<file path="config.mk">
export PLATFORM = sky130hd
export DESIGN_NAME = memory_tag_access_guard
export DESIGN_NICKNAME = d
export VERILOG_FILES = /design/src/hw/rtl/mtag_pkg.sv /design/src/hw/rtl/mtag_ram.sv /design/src/hw/rtl/mtag_rules.sv /design/src/hw/rtl/memory_tag_access_guard.sv
export SDC_FILE = /design/constraint.sdc
export NUM_CORES = 2
export LEC_CHECK = 0
export BUFFER_PORTS_ARGS = -buffer_cell sky130_fd_sc_hd__buf_2
export CAP_MARGIN = 20
export CORE_MARGIN = 5
export CORE_UTILIZATION = 30
export DETAILED_ROUTE_END_ITERATION = 10
export PLACE_DENSITY = 0.42
export RECOVER_POWER = 25
export SYNTH_ARGS = -nofsm -noshare
export SYNTH_HDL_FRONTEND = slang
export SYNTH_HIERARCHICAL = 1
export SYNTH_SLANG_ARGS = --single-unit
export TNS_END_PERCENT = 20
</file>
<file path="constraint.sdc">
create_clock -name clk -period 55.9 [get_ports clk]
set_input_delay 5.59 -clock clk [delete_from_list [all_inputs] [get_ports clk]]
set_output_delay 5.59 -clock clk [all_outputs]
set_load 0.05 [all_outputs]
</file>
<file path="src/hw/rtl/mtag_pkg.sv">
// Package for the memory tag access guard.
// Holds tag, privilege and command codes, the item and decision types, and the allow matrix.
// No dependencies.
package mtag_pkg;

	localparam int IdxW       = 10;
	localparam int TagEntries = 1 << IdxW;
	localparam int TagW       = 2;

	typedef logic [IdxW-1:0] idx_t;
	typedef logic [TagW-1:0] tag_t;

	localparam logic [1:0] CmdRead  = 2'd0;
	localparam logic [1:0] CmdWrite = 2'd1;
	localparam logic [1:0] CmdCheck = 2'd2;

	localparam tag_t TagN  = 2'd0;
	localparam tag_t TagC  = 2'd1;
	localparam tag_t TagUt = 2'd2;
	localparam tag_t TagSt = 2'd3;

	localparam logic [1:0] PrvUser    = 2'd0;
	localparam logic [1:0] PrvSuper   = 2'd1;
	localparam logic [1:0] PrvMachine = 2'd3;

	localparam logic [1:0] KindLoad  = 2'd0;
	localparam logic [1:0] KindStore = 2'd1;
	localparam logic [1:0] KindFetch = 2'd2;

	localparam logic [2:0] AllowL = 3'b001;
	localparam logic [2:0] AllowS = 3'b010;
	localparam logic [2:0] AllowF = 3'b100;

	// Captured fields of one transaction.
	typedef struct packed {
		logic [1:0] cmd;
		idx_t       idx;
		tag_t       val;
		logic [1:0] kind;
		logic [1:0] prv;
		logic       enforce;
		logic       utrun;
	} item_t;

	// Decision from the rule logic.
	typedef struct packed {
		tag_t rd_tag;
		logic fault;
		logic wr_en;
		logic sec_next;
	} dec_t;

	// Allowed access kinds for mode {secure, supervisor} and tag.
	function automatic logic [2:0] allow_mask(input logic [1:0] mode, input tag_t tag);
		logic [2:0] m;
		m = 3'b000;
		case (mode)
			2'd0, 2'd1: begin
				case (tag)
					TagN:    m = AllowL | AllowS | AllowF;
					TagC:    m = AllowF;
					default: m = 3'b000;
				endcase
			end
			2'd2: begin
				case (tag)
					TagN:    m = AllowL | AllowS | AllowF;
					TagC:    m = AllowL | AllowF;
					TagUt:   m = AllowL | AllowS | AllowF;
					default: m = 3'b000;
				endcase
			end
			default: begin
				case (tag)
					TagUt:   m = AllowL | AllowS;
					default: m = AllowL | AllowS | AllowF;
				endcase
			end
		endcase
		return m;
	endfunction

endpackage

</file>
<file path="src/hw/rtl/mtag_ram.sv">
// Tag store: one synchronous write port, one registered read port with write bypass.
// Depends on mtag_pkg.
module mtag_ram (
	input  logic           clk,
	input  logic           we,
	input  mtag_pkg::idx_t waddr,
	input  mtag_pkg::tag_t wdata,
	input  logic           re,
	input  mtag_pkg::idx_t raddr,
	output mtag_pkg::tag_t rdata
);

	mtag_pkg::tag_t mem [mtag_pkg::TagEntries];
	mtag_pkg::tag_t rdata_q;

	always_ff @(posedge clk) begin
		if (we) begin
			mem[waddr] <= wdata;
		end
	end

	// Forward a write landing on the same entry in the same cycle.
	always_ff @(posedge clk) begin
		if (re) begin
			if (we && waddr == raddr) begin
				rdata_q <= wdata;
			end else begin
				rdata_q <= mem[raddr];
			end
		end
	end

	assign rdata = rdata_q;

endmodule

</file>
<file path="src/hw/rtl/mtag_rules.sv">
// Write rules and access check for one transaction against the stored tag.
// Depends on mtag_pkg.
module mtag_rules (
	input  mtag_pkg::item_t item,
	input  mtag_pkg::tag_t  old_tag,
	input  logic            secure,
	output mtag_pkg::dec_t  dec
);

	logic       guarded;
	logic       old_user_ok;
	logic       val_user_ok;
	logic [1:0] mode;
	logic [2:0] mask;
	logic       allowed;

	always_comb begin
		guarded     = item.enforce && (item.prv != mtag_pkg::PrvMachine);
		old_user_ok = (old_tag == mtag_pkg::TagN) || (old_tag == mtag_pkg::TagUt);
		val_user_ok = (item.val == mtag_pkg::TagN) || (item.val == mtag_pkg::TagUt);
		mode        = {secure, item.prv == mtag_pkg::PrvSuper};
		mask        = mtag_pkg::allow_mask(mode, old_tag);
		case (item.kind)
			mtag_pkg::KindLoad:  allowed = mask[0];
			mtag_pkg::KindStore: allowed = mask[1];
			mtag_pkg::KindFetch: allowed = mask[2];
			default:             allowed = 1'b0;
		endcase

		dec.rd_tag   = '0;
		dec.fault    = 1'b0;
		dec.wr_en    = 1'b0;
		dec.sec_next = secure;

		case (item.cmd)
			mtag_pkg::CmdRead: begin
				dec.rd_tag = old_tag;
			end
			mtag_pkg::CmdWrite: begin
				if (guarded && !secure &&
				    (old_tag != mtag_pkg::TagN || item.val != mtag_pkg::TagN)) begin
					dec.fault = 1'b1;
				end
				if (guarded && item.prv == mtag_pkg::PrvUser && !(old_user_ok && val_user_ok)) begin
					dec.fault = 1'b1;
				end
				dec.wr_en = !dec.fault;
			end
			mtag_pkg::CmdCheck: begin
				if (guarded) begin
					if (!allowed) begin
						dec.fault = 1'b1;
					end else if (item.kind == mtag_pkg::KindFetch) begin
						if (!secure) begin
							if (old_tag == mtag_pkg::TagC) begin
								if (item.prv == mtag_pkg::PrvUser && !item.utrun) begin
									dec.fault = 1'b1;
								end else begin
									dec.sec_next = 1'b1;
								end
							end
						end else if (old_tag == mtag_pkg::TagN) begin
							dec.sec_next = 1'b0;
						end
					end
				end
			end
			default: begin
				dec.rd_tag = '0;
			end
		endcase
	end

endmodule

</file>
<file path="src/hw/rtl/memory_tag_access_guard.sv">
// Memory tag access guard: tag store with write rules, access check and secure level flag.
// After reset, busy stays high while the clear sweep writes every tag to
// normal; then one transaction is taken per cycle. Each transaction reads its tag from the
// store in the accept cycle, is decided and written back in the next, and its result is
// shown on the cycle after that with done high for one cycle. A write followed at once by
// an access to the same granule sees the new tag through a bypass on the store's read
// port. The result cannot be stalled.
// Depends on mtag_pkg, mtag_ram, mtag_rules.
module memory_tag_access_guard (
	input  logic       clk,
	input  logic       arst_n,
	input  logic       start,
	output logic       busy,
	input  logic [1:0] cmd,
	input  logic [9:0] granule_index,
	input  logic [1:0] tag_value,
	input  logic [1:0] access_kind,
	input  logic [1:0] privilege,
	input  logic       enforce_active,
	input  logic       ut_runnable,
	output logic       done,
	output logic [1:0] tag_read,
	output logic       fault,
	output logic       secure_now
);

	logic            clearing_q;
	mtag_pkg::idx_t  clr_idx_q;
	logic            accept;
	logic            valid_s1;
	mtag_pkg::item_t item_s1;
	mtag_pkg::tag_t  old_tag;
	mtag_pkg::dec_t  dec;
	logic            secure_q;
	logic            done_q;
	mtag_pkg::tag_t  tag_read_q;
	logic            fault_q;
	logic            we;
	mtag_pkg::idx_t  waddr;
	mtag_pkg::tag_t  wdata;

	assign busy   = clearing_q;
	assign accept = start && !busy;

	// Clear sweep after reset.
	always_ff @(posedge clk or negedge arst_n) begin
		if (!arst_n) begin
			clearing_q <= 1'b1;
			clr_idx_q  <= '0;
		end else if (clearing_q) begin
			clr_idx_q <= clr_idx_q + 1'b1;
			if (clr_idx_q == mtag_pkg::idx_t'(mtag_pkg::TagEntries - 1)) begin
				clearing_q <= 1'b0;
			end
		end
	end

	always_comb begin
		if (clearing_q) begin
			we    = 1'b1;
			waddr = clr_idx_q;
			wdata = mtag_pkg::TagN;
		end else begin
			we    = valid_s1 && dec.wr_en;
			waddr = item_s1.idx;
			wdata = item_s1.val;
		end
	end

	mtag_ram u_ram (
		.clk   (clk),
		.we    (we),
		.waddr (waddr),
		.wdata (wdata),
		.re    (accept),
		.raddr (granule_index),
		.rdata (old_tag)
	);

	always_ff @(posedge clk or negedge arst_n) begin
		if (!arst_n) begin
			valid_s1 <= 1'b0;
		end else begin
			valid_s1 <= accept;
		end
	end

	always_ff @(posedge clk) begin
		if (accept) begin
			item_s1.cmd     <= cmd;
			item_s1.idx     <= granule_index;
			item_s1.val     <= tag_value;
			item_s1.kind    <= access_kind;
			item_s1.prv     <= privilege;
			item_s1.enforce <= enforce_active;
			item_s1.utrun   <= ut_runnable;
		end
	end

	mtag_rules u_rules (
		.item    (item_s1),
		.old_tag (old_tag),
		.secure  (secure_q),
		.dec     (dec)
	);

	always_ff @(posedge clk or negedge arst_n) begin
		if (!arst_n) begin
			secure_q <= 1'b0;
			done_q   <= 1'b0;
		end else begin
			done_q <= valid_s1;
			if (valid_s1) begin
				secure_q <= dec.sec_next;
			end
		end
	end

	always_ff @(posedge clk) begin
		if (valid_s1) begin
			tag_read_q <= dec.rd_tag;
			fault_q    <= dec.fault;
		end
	end

	assign done       = done_q;
	assign tag_read   = tag_read_q;
	assign fault      = fault_q;
	assign secure_now = secure_q;

`ifndef SYNTHESIS
	a_done_follows: assert property (@(posedge clk) disable iff (!arst_n)
		accept |=> ##1 done)
		else $error("accepted transaction produced no result");
	a_no_spurious: assert property (@(posedge clk) disable iff (!arst_n)
		!valid_s1 |=> !done)
		else $error("result without a transaction");
	a_no_item_in_clear: assert property (@(posedge clk) disable iff (!arst_n)
		clearing_q |-> !valid_s1)
		else $error("transaction in flight during clear sweep");
	a_secure_only_on_check: assert property (@(posedge clk) disable iff (!arst_n)
		!(valid_s1 && item_s1.cmd == mtag_pkg::CmdCheck) |=> $stable(secure_q))
		else $error("secure level changed outside a check");
	a_write_not_fault: assert property (@(posedge clk) disable iff (!arst_n)
		valid_s1 |-> !(dec.wr_en && dec.fault))
		else $error("faulting write updates the store");
`endif

endmodule
</file>
Word level (Yosys, flattened, before mapping)
Memory sizes are Yosys's and may differ from the RTL's. A register that Yosys moved wholly into a read port is not among the register bits.
Cells that the tools add are included.
{"block": "word_totals", "reg_bits": 37, "ram_bits": 2048, "inputBits": 23, "out_inout_bits": 6, "memories": 1}
{"block": "op_classes", "add_sub_neg": 1, "n_eq_ne": 12, "n_mux": 27, "n_reduce_logical": 28}
{"memory": "u_ram.mem", "words": 1024, "word_bits": 2, "rd": 1, "rd_ports_with_merged_regs": 1, "write_ports": 1, "line_no": "mtag_ram.sv:13", "source": "mtag_pkg::tag_t mem [mtag_pkg::TagEntries];"}
{"operator": "1-bit 2-to-1 mux", "n": 19}
{"operator": "3-bit case mux with 2 select lines", "n": 3}
{"operator": "2-bit logical NOT", "n": 6}
{"operator": "10-bit by 1-bit adder with 10-bit output, second input constant", "n": 1}
{"operator": "10-bit == test, second input constant", "n": 1}
{"operator": "2-bit by 1-bit == test with 1-bit output, second input constant", "n": 5}
{"operator": "2-bit == test, second input constant", "n": 5}
{"operator": "10-bit 2-to-1 mux", "n": 1}
{"operator": "1-bit logical AND", "n": 9}
{"operator": "1-bit logical NOT", "n": 5}
{"operator": "5-bit AND reduction", "n": 1}
{"operator": "2-bit nonzero test", "n": 2}
{"operator": "2-bit OR reduction", "n": 2}
{"operator": "1-bit logical OR", "n": 3}
{"operator": "3-bit 2-to-1 mux", "n": 1}
{"operator": "1-bit case mux with 3 select lines", "n": 1}
{"operator": "2-bit 2-to-1 mux", "n": 1}
{"operator": "2-bit inequality test, second input constant", "n": 1}
{"operator": "1-bit case mux with 2 select lines", "n": 1}

Longest topological paths before layout
{"block": "depth", "depth_word": 13, "ltp_mapped": 15}

Modules after synthesis
Netlist, hierarchy kept.
{"mod": "mtag_ram", "instances": 1, "cells_per_inst": 4816, "area_per_inst_um2": 84130.7}
{"mod": "memory_tag_access_guard", "instances": 1, "cells_per_inst": 80, "area_per_inst_um2": 1415.1}
{"mod": "mtag_rules", "instances": 1, "cells_per_inst": 30, "area_per_inst_um2": 209.0}

Worst setup path after synthesis
Ideal clock, no wire load.
{"block": "synth_timing", "kind": "register -> register", "startpoint": "register clearing_q (netlist: busy)", "endpoint": "memory u_ram/mem[0][0] (netlist name) (data pin)", "setup_ns": 5.248, "t_arrival_ns": 25.676, "t_required_ns": 50.652, "setup_slack_ns": 24.977, "path_stages_with_launch": 3, "path_buffers": 1, "path_cell_list": "dfstp_2 > buf_2 > nor2b_1"}
{"block": "synth_via", "elab_chain_len": 1}
{"element": "start: declaration", "line_no": "memory_tag_access_guard.sv:27", "source": "logic clearing_q;"}
{"element": "start signal: assignment", "line_no": "memory_tag_access_guard.sv:48", "source": "clearing_q <= 1'b1;"}
{"element": "start signal: assignment", "line_no": "memory_tag_access_guard.sv:53", "source": "clearing_q <= 1'b0;"}
{"element": "2-bit 2-to-1 mux", "line_no": "memory_tag_access_guard.sv:59", "source": "if (clearing_q) begin"}
{"element": "via wdata[0]", "line_no": "memory_tag_access_guard.sv:40", "source": "mtag_pkg::tag_t wdata;"}
{"element": "end: declaration", "line_no": "mtag_ram.sv:13"}
The timed path passes the listed nets, and every way through them passes these cells.

Worst setup path in the final report
{"block": "layout_timing", "startpoint": "register clearing_q (netlist: busy)", "endpoint": "memory u_ram/mem[545][1] (netlist name) (data pin)"}
Same word-level chain as after synthesis.

==> results.cfg <==
[yosys]
async_reset_ff_share_pct = 0.6708
synth_edf_count = 2073
muxShareOfSynthArea_pct = 14.33
synth_top_family_by_area = multiplexers
synthesis.area_um2 = 85750
post_synth.cell_area_avg_um2 = 17.41
synth_compound_area_share_pct = 3.122
yosys-top-cells-area = edfxtp_1 (73%), mux4_2 (12%), nor2_1 (4.6%)
syn-num-nets = 4953
synthSimpleGateAreaFrac_pct = 6.555
yosysTopAreaCell = edfxtp_1
yosys_warnings = 6
synth_seq_cells = 2087
ys.flop_type = edfxtp_1
synth_xor_area_share_pct = 0.1941
ys_seq_area_share_pct = 73.00
synth_cell_types = 79
synth_fa_ha_area_share_pct = 0.05836
synthCells = 4926
synth_top_area_share_pct = 72.59

[timing]
grt_setup_unrepaired = false
fin_crit_ps = 13470
post-route-period-util_pct = 24.10
fin_setup_tns_ps = 0
setup-violations-final = 0
max_slew.worst_pin.slew_ps = 9351
fmax_mhz = 74.23
slew_violations = 1200
max_slew_margin_pct = -523.4
fin_worst_skew_ps = 27.40
hold_viol = 0

[cts]
post_cts_buffers = 0
clk_pin_slew_ps = 60
cts_sinks = 2087
cts_max_path_buffers = 3
cts_max_level = 4
cts-root-buf = clkbuf_16
hold_buffers = 0
cts_buffers = 228
cts_tree = done
worstSkewPairLatency_ps = 880
cts_resized = 0

[grt]
met2_usage_pct = 30.81
grt_pass1_wl_um = 403500
overflow = 0
grt_usage_pct = 19.44
antenna_found_initial = 26
grt_pass1_vias = 48900
globalRouteMet3Util_pct = 3.251
gr-max-usage-layer = met2
grt_start_max_net_pins = 208
met1_usage_pct = 27.64

[floorplanning]
die_h_um = 544.7
die_w_um = 544.7
num_rows = 196
core_um2 = 285000
die_area_um2 = 296600
boundaryPins = 29
start_util_pct = 30.09

[status]
run_status = finished with violations
violations = max-capacitance violations, max-slew violations

[drt]
drc_errors = 0
firstDrtPassIters = 6
ant_nets = 0
initialDrtViolationCount = 5585
detail_route.wirelength_um = 292600
wl_per_cell_um = 32.82
via_per_inst = 5.338
vias = 47590

[power]
p_leak_nw = 29.18
ir_drop_mv = 0.02917
power.density_nw_per_um2 = 35.13

[placement]
dp_hpwl_um = 164800
routabilityCongestion = 0.7726
port_buffers = 28

[worst_setup_path]
start_kind = flop
path_max_fanout = 207
end_kind = flop
cp_data_required_time_ps = 55200
crit_type = reg -> reg
worstPathArrival_ps = 12770
r2r_slack_ps = 42430

[min_path]
min_path_type = reg -> reg

[finish]
multiInputGateArea_um2 = 21230
most-common-layout-cells = edfxtp_1 (2073), nor2_1 (1040), mux4_2 (444)
drive_above_1_share_pct = 20.21
nFillCells = 27300
nNetsFinal = 4975
layout_commonest_cell = edfxtp_1
final_util_pct = 34.15
area_growth_pct = 13.48
seq_area_um2 = 62600

[job]
drv_cap = 13
-- layout make-up --
| class | instances | area share (%) |
|---|---|---|
| antenna | 6 | 0.01543 |
| clock buffer | 282 | 6.137 |
| inverter | 13 | 0.05529 |
| sequential | 2087 | 64.33 |
| tap | 3762 | 4.837 |
| multi-input combinational | 2419 | 21.81 |
| timing repair buffer | 199 | 1.517 |
| clock inverter | 147 | 1.293 |
-- logic make-up after synthesis --
kind of cell	count (synthesis)
DFF	2087
and+or+nand+nor	1367
muxes	656
buffers and inverters	420
AOI/OAI and AO/OA	373
xor gates and xnor gates	19
adders and majority gates	4
-- state kept, by name, indices dropped and copies added, names as in the netlist --
signal,cells
u_ram/mem,2048
item_s1,20
clr_idx_q,10
tag_read,2
u_ram/rdata,2
busy,1
done,1
fault,1
secure_now,1
valid_s1,1
-- cell usage after synthesis, types with 9 or more instances --
library cell  number
nand4_1           15
a22oi_1           77
nor3_1            41
edfxtp_1        2073
a22o_1            10
nand3_1           49
nand2b_1           9
buf_2             50
dfrtp_1           13
mux2i_1          176
buf_12            17
a31oi_1           11
nor3b_1           10
nor2_1          1044
o22ai_1           45
buf_6             23
o221ai_1          61
mux4_2           444
nor4_1            12
a221oi_1          12
o21ai_0           13
a21oi_1           73
nor2b_1           18
buf_4             13
nand2_1          122
clkbuf_1         240
a211oi_1          14
and3_1            13
xnor2_1           15
buf_8             19
mux2_2            25
inv_1             10
buf_1             45
-- worst max-delay path, stage by stage, from the launching register on --
cell and delay (ps):
dfstp_1 720, nor2b_4 220, clkbuf_1 2020, clkbuf_1 2030
clkbuf_1 6400
-- path summary, 6_finish.rpt --
check,to,start,depth (start not counted)
max,u_ram/mem[545][1]$_DFFE_PP_,busy$_DFF_PN1_,4
min,clr_idx_q[0]$_DFFE_PN0P_,clr_idx_q[0]$_DFFE_PN0P_,1
max reg2reg,u_ram/mem[545][1]$_DFFE_PP_,busy$_DFF_PN1_,4
min reg2reg,clr_idx_q[0]$_DFFE_PN0P_,clr_idx_q[0]$_DFFE_PN0P_,1
max in group asynchronous,busy$_DFF_PN1_,arst_n,1
min in group asynchronous,secure_now$_DFFE_PN0P_,arst_n,1
-- layer usage --
layer	vias up	wire length, um
li1	19490	-
met1	25940	129500
met2	1775	135800
met3	379	19050
met4	6	8122
met5	-	35
-- power by group --
| part | total, W | switching [W] | leakage, nW | internal [W] |
|---|---|---|---|---|
| sequential | 0.00175 | 0.00000231 | 18.8 | 0.00174 |
| clock | 0.00147 | 0.000640 | 3.55 | 0.000831 |
| combinational | 0.000202 | 0.000146 | 6.79 | 0.0000560 |
| total | 0.00342 | 0.000788 | 29.2 | 0.00263 |
-- metrics by stage --
stage	area, um2	power, W	setup WS, ps	hold WS (ps)	std cells
floorplan	85750	0.001938	24980	458.3	4926
global placement	90080	0.001975	43690	522.5	8470
detailed placement	90190	0.001976	43710	527.3	8478
CTS	97420	0.003447	44670	541.3	8907
global route	97300	0.003530	41470	567.0	8910
finish	97310	0.003418	42430	535.0	8915
Power figures use the tool's default switching activity.
